## src/hdl/dtc_pkg.sv

```systemverilog
// ----------------------------------------------------------------------------
// dtc_pkg
// shared types and codes for the detection track confirmation block
// ----------------------------------------------------------------------------
package dtc_pkg;

  // result status codes
  localparam logic [1:0] ST_REJECT  = 2'd0;
  localparam logic [1:0] ST_TRACK   = 2'd1;
  localparam logic [1:0] ST_CONFIRM = 2'd2;
  localparam logic [1:0] ST_FULL    = 2'd3;

  // request function codes
  localparam logic FN_BOX = 1'b0;
  localparam logic FN_EOF = 1'b1;

  // configuration register indexes
  localparam logic [2:0] REG_MIN_W   = 3'd0;
  localparam logic [2:0] REG_MAX_W   = 3'd1;
  localparam logic [2:0] REG_MIN_H   = 3'd2;
  localparam logic [2:0] REG_MAX_H   = 3'd3;
  localparam logic [2:0] REG_RADIUS  = 3'd4;
  localparam logic [2:0] REG_CONFIRM = 3'd5;

  localparam int CFG_BITS = 12;
  localparam int CNT_BITS = 6;

  // control bits of the search token travelling down the cell row
  typedef struct packed {
    logic valid;
    logic found;
  } tok_ctrl_t;

  // controller state
  typedef enum logic [1:0] {
    S_IDLE = 2'b01,
    S_SCAN = 2'b10
  } state_t;

endpackage

```

## src/hdl/dtc_cell.sv

```systemverilog
// ----------------------------------------------------------------------------
// dtc_cell
// one table slot: holds a previous-frame and a current-frame entry and
// compares the passing search token against the previous entry
// ----------------------------------------------------------------------------
module dtc_cell #(
  parameter int CW = 14,
  parameter int DW = 29
) (
  input  logic                       clk,
  input  logic                       rst_n,
  input  dtc_pkg::tok_ctrl_t         ctrl_i,
  input  logic [CW-1:0]              cx_i,
  input  logic [CW-1:0]              cy_i,
  input  logic [DW-1:0]              best_i,
  input  logic [dtc_pkg::CNT_BITS-1:0] cnt_i,
  input  logic                       cmp_en,
  input  logic                       swap,
  input  logic                       wr_en,
  input  logic [CW-1:0]              wr_cx,
  input  logic [CW-1:0]              wr_cy,
  input  logic [dtc_pkg::CNT_BITS-1:0] wr_cnt,
  output dtc_pkg::tok_ctrl_t         ctrl_o,
  output logic [CW-1:0]              cx_o,
  output logic [CW-1:0]              cy_o,
  output logic [DW-1:0]              best_o,
  output logic [dtc_pkg::CNT_BITS-1:0] cnt_o
);
  import dtc_pkg::*;

  logic [CW-1:0]       prev_cx_r, prev_cy_r, cur_cx_r, cur_cy_r;
  logic [CNT_BITS-1:0] prev_cnt_r, cur_cnt_r;
  tok_ctrl_t           ctrl_r;
  logic [CW-1:0]       cx_r, cy_r;
  logic [DW-1:0]       best_r;
  logic [CNT_BITS-1:0] cnt_r;
  logic [CW-1:0]       dx, dy;
  logic [2*CW:0]       dsq;
  logic                hit;

  // entry storage, current moves to previous at end of frame
  always_ff @(posedge clk) begin
    if (swap) begin
      prev_cx_r  <= cur_cx_r;
      prev_cy_r  <= cur_cy_r;
      prev_cnt_r <= cur_cnt_r;
    end
    if (wr_en) begin
      cur_cx_r  <= wr_cx;
      cur_cy_r  <= wr_cy;
      cur_cnt_r <= wr_cnt;
    end
  end

  // squared doubled-center distance to the stored entry
  always_comb begin
    dx   = (prev_cx_r > cx_i) ? prev_cx_r - cx_i : cx_i - prev_cx_r;
    dy   = (prev_cy_r > cy_i) ? prev_cy_r - cy_i : cy_i - prev_cy_r;
    dsq  = (2*CW+1)'(dx * dx) + (2*CW+1)'(dy * dy);
    hit  = ctrl_i.valid && cmp_en && (DW'(dsq) < best_i);
  end

  // token control
  always_ff @(posedge clk) begin
    if (!rst_n) begin
      ctrl_r <= '0;
    end else begin
      ctrl_r.valid <= ctrl_i.valid;
      ctrl_r.found <= ctrl_i.found | hit;
    end
  end

  // token payload
  always_ff @(posedge clk) begin
    cx_r   <= cx_i;
    cy_r   <= cy_i;
    best_r <= hit ? DW'(dsq) : best_i;
    cnt_r  <= hit ? prev_cnt_r : cnt_i;
  end

  assign ctrl_o = ctrl_r;
  assign cx_o   = cx_r;
  assign cy_o   = cy_r;
  assign best_o = best_r;
  assign cnt_o  = cnt_r;

endmodule

```

## config.mk

```make
export PLATFORM = sky130hd
export DESIGN_NAME = dtc_cell
export DESIGN_NICKNAME = d
export VERILOG_FILES = /design/src/hdl/dtc_pkg.sv /design/src/hdl/dtc_cell.sv
export SDC_FILE = /design/constraint.sdc
export NUM_CORES = 1
export LEC_CHECK = 0
export ABC_AREA = 1
export ABC_CLOCK_PERIOD_IN_PS = 21800
export BUFFER_PORTS_ARGS = -buffer_cell sky130_fd_sc_hd__buf_2
export CORE_ASPECT_RATIO = 1.2
export CORE_UTILIZATION = 45
export DETAILED_ROUTE_END_ITERATION = 7
export PLACE_DENSITY_LB_ADDON = 0.15
export SLEW_MARGIN = 20
export SYNTH_ARGS = -nofsm -noshare
export SYNTH_HDL_FRONTEND = slang
export SYNTH_SLANG_ARGS = --single-unit
```

## constraint.sdc

```tcl
create_clock -name clk -period 21.8 [get_ports clk]
set_input_delay 1.09 -clock clk [delete_from_list [all_inputs] [get_ports clk]]
set_output_delay 1.09 -clock clk [all_outputs]
set_load 0.02 [all_outputs]
```

==> results.toml <==
[layout]
area_delta_synth_final_pct = 9.47
diodes = 0
drive_gt1_share_pct = 13.3
nets = 3097

[sta]
slew_viol_final = 0
setup_viol = 0
period_minus_slack_ns = 11.10
max_freq_mhz = 90.1
rsz0062_at_grt = "no"
fin_crit_sh_pct = 50.9
final.setup.tns_ns = 0
worst_slew_pin_slew_ns = 0.841
hold_violations = 0
fin_skew_ns = 0.0121
slew_headroom_pct = 43.9

[critical_path]
arrival_ns = 11.42
worstPathRequired_ns = 22.12
path_class = "in -> reg"
slowest_stage = "ha_1"
crit_fanout = 37
worst_path_most_repeated_cell = "fa_1"
endpoint_kind = "register"
crit_path_max_incr_delay_ns = 0.77
crit_path_start_kind = "input port"

[clocking]
cts_setup_buffers = 0
tritoncts.num_buffers = 17
ctsHoldBuffers = 0
clk_pin_slew_ns = 0.07
clock_latency_ns = 0.45
post_cts_resized = 0
root_buffer = "clkbuf_16"
cts_tree = "done"
cts_buffer_depth = 2
cts_max_level = 4
cts_sinks = 133

[global_route]
grt_max_degree = 38
grt_pass1_vias = 15900
grt_pass1_wl_um = 79400
grt_use_total_pct = 23.4
overflow = 0
antenna_found_initial = 0

[synth]
synth_top_cell_by_area = "fa_1"
synth_common_cells = "inv_1 (585), nand2_1 (446), fa_1 (293), ha_1 (223), nor2_1 (172)"
synth.distinct_cells = 45
synth_edf_count = 68
synth.most_common_cell = "inv_1"
synthAdderAreaFrac_pct = 44.1
synthSimpleGateAreaFrac_pct = 17.9
yosys-top-cells-area = "fa_1 (30%), ha_1 (14%), inv_1 (11%)"
synth_area_per_cell_um2 = 8.44
syn_nets = 2946
yosysSeqAreaShare_pct = 17.0
synthXorXnorAreaFrac_pct = 2.63
muxShareOfSynthArea_pct = 0
synth_top_family_by_area = "adder cells"
synth_top_area_share_pct = 29.9
ys_ff_latch = 133
synth_ff_type = "edfxtp_1"
synth_compound_area_share_pct = 5.01
synthCells = 2326
async_flop_share_pct = 0
yosysWarnings = 0
netlist_area_um2 = 19600

[placement]
io_buffers = 168
gp_congestion = 0.933
dp_hpwl_um = 43400

[route]
remaining_drc_errors = 0
wl_per_cell_um = 16.2
drt_iter0_drc = 687
post_drt_via_cell_ratio = 4.92
via_count = 15000
drt_first_pass_iters = 5
detail-route-antenna-nets = 0
wl_um = 49400

[die]
start_util_pct = 45.8
dieArea_um2 = 44500
pin_count = 169
core_um2 = 42900
die_y_um = 231
dieWidth_um = 193
num_rows = 83

[run_status]
status = "complete, no violations"

[min_path]
hold_path.class = "reg -> reg"

[flow_run]
cap_violations = 0
-- layer usage --
| layer | part of all wire, % | GRT usage, % | wire (um) | vias to the layer above |
|---|---|---|---|---|
| met5 | 0 | 0 | 0 | - |
| met4 | 4.3 | 10.2 | 2130 | 0 |
| met3 | 3.8 | 3.04 | 1900 | 103 |
| met2 | 53 | 42.8 | 26300 | 365 |
| met1 | 39 | 26.9 | 19100 | 7295 |
| li1 | - | - | - | 7215 |
-- path summary, 6_finish.rpt --
kind / to / slack (ns) / depth (start not counted) / start
worst min register to register: prev_cy_r[10] / 0.41 / 0 / cur_cy_r[10]
worst max-delay path: best_o[14] / 10.70 / 38 / cy_i[0]
worst min-delay path: prev_cy_r[10] / 0.41 / 0 / cur_cy_r[10]
worst max register to register: best_o[14] / 11.09 / 36 / prev_cy_r[0]
-- critical path: cells and delay by family --
family | cells | cell delay (ns)
adders and majority gates | 10 | 4.87
AOI/OAI and AO/OA | 4 | 0.94
and+or+nand+nor | 15 | 2.97
buffers and inverters | 9 | 1.51
-- area by class of cell --
cell class                 count  area (um2)
timing repair buffer         169         848
inverter                     620        2330
fill                        4233       21400
sequential                   133        3340
clock inverter                15         180
tap                          552         691
clock buffer                  17         425
multi-input combinational   1536       13700
-- sequential cells by signal, summed over array words and instances (netlist names) --
name and count:
cur_cnt_r 6, cur_cy_r 14, ctrl_o 2, cy_o 14
cx_o 14, prev_cx_r 14, cnt_o 6, prev_cnt_r 6
cur_cx_r 14, best_o 29, prev_cy_r 14
-- placed cells by master (no fill, tap or decap), types with 4 or more instances in the layout --
master     instances
inv_1            585
nand2_1          446
fa_1             293
ha_1             223
nor2_1           172
buf_2            168
a21oi_1           96
edfxtp_1          68
dfxtp_1           65
nand3_1           46
xor2_1            45
nand2_2           38
o21ai_0           35
inv_2             34
nor2_4            20
nand4_1           17
clkbuf_16         17
xnor2_1           14
nand2_4           12
o21bai_1          12
nor3_1             9
a21o_1             9
nor2_2             7
clkinv_8           5
inv_8              5
and2_1             4
o21ai_2            4
o21ai_1            4
or2_2              4
inv_6              4
-- logic make-up (layout without fill, tap and decap cells) --
group,after synthesis,count (layout)
XOR/XNOR,59,59
AND/OR/NAND/NOR,788,788
adder cells (fa/ha/maj),516,516
buffers and inverters,657,821
AO/OA/AOI/OAI,173,173
flip-flops,133,133
-- stage by stage --
| step | hold slack, ns | instances | util, % | instance area (um2) | worst slack, ns |
|---|---|---|---|---|---|
| global route | 0.418 | 3042 | 50.1 | 21500 | 10.04 |
| CTS | 0.413 | 3042 | 50.1 | 21500 | 10.58 |
| global placement | 0.401 | 3010 | 48.7 | 20900 | 10.17 |
| finish | 0.410 | 3042 | 50.1 | 21500 | 10.70 |
| floorplan | 0.400 | 2326 | - | 19600 | 12.63 |
| detailed placement | 0.405 | 3010 | 48.7 | 20900 | 10.09 |
Power is left out: the tool's default activity adds up to more than one toggle a clock period on the data nets, which glitch-free logic cannot reach.
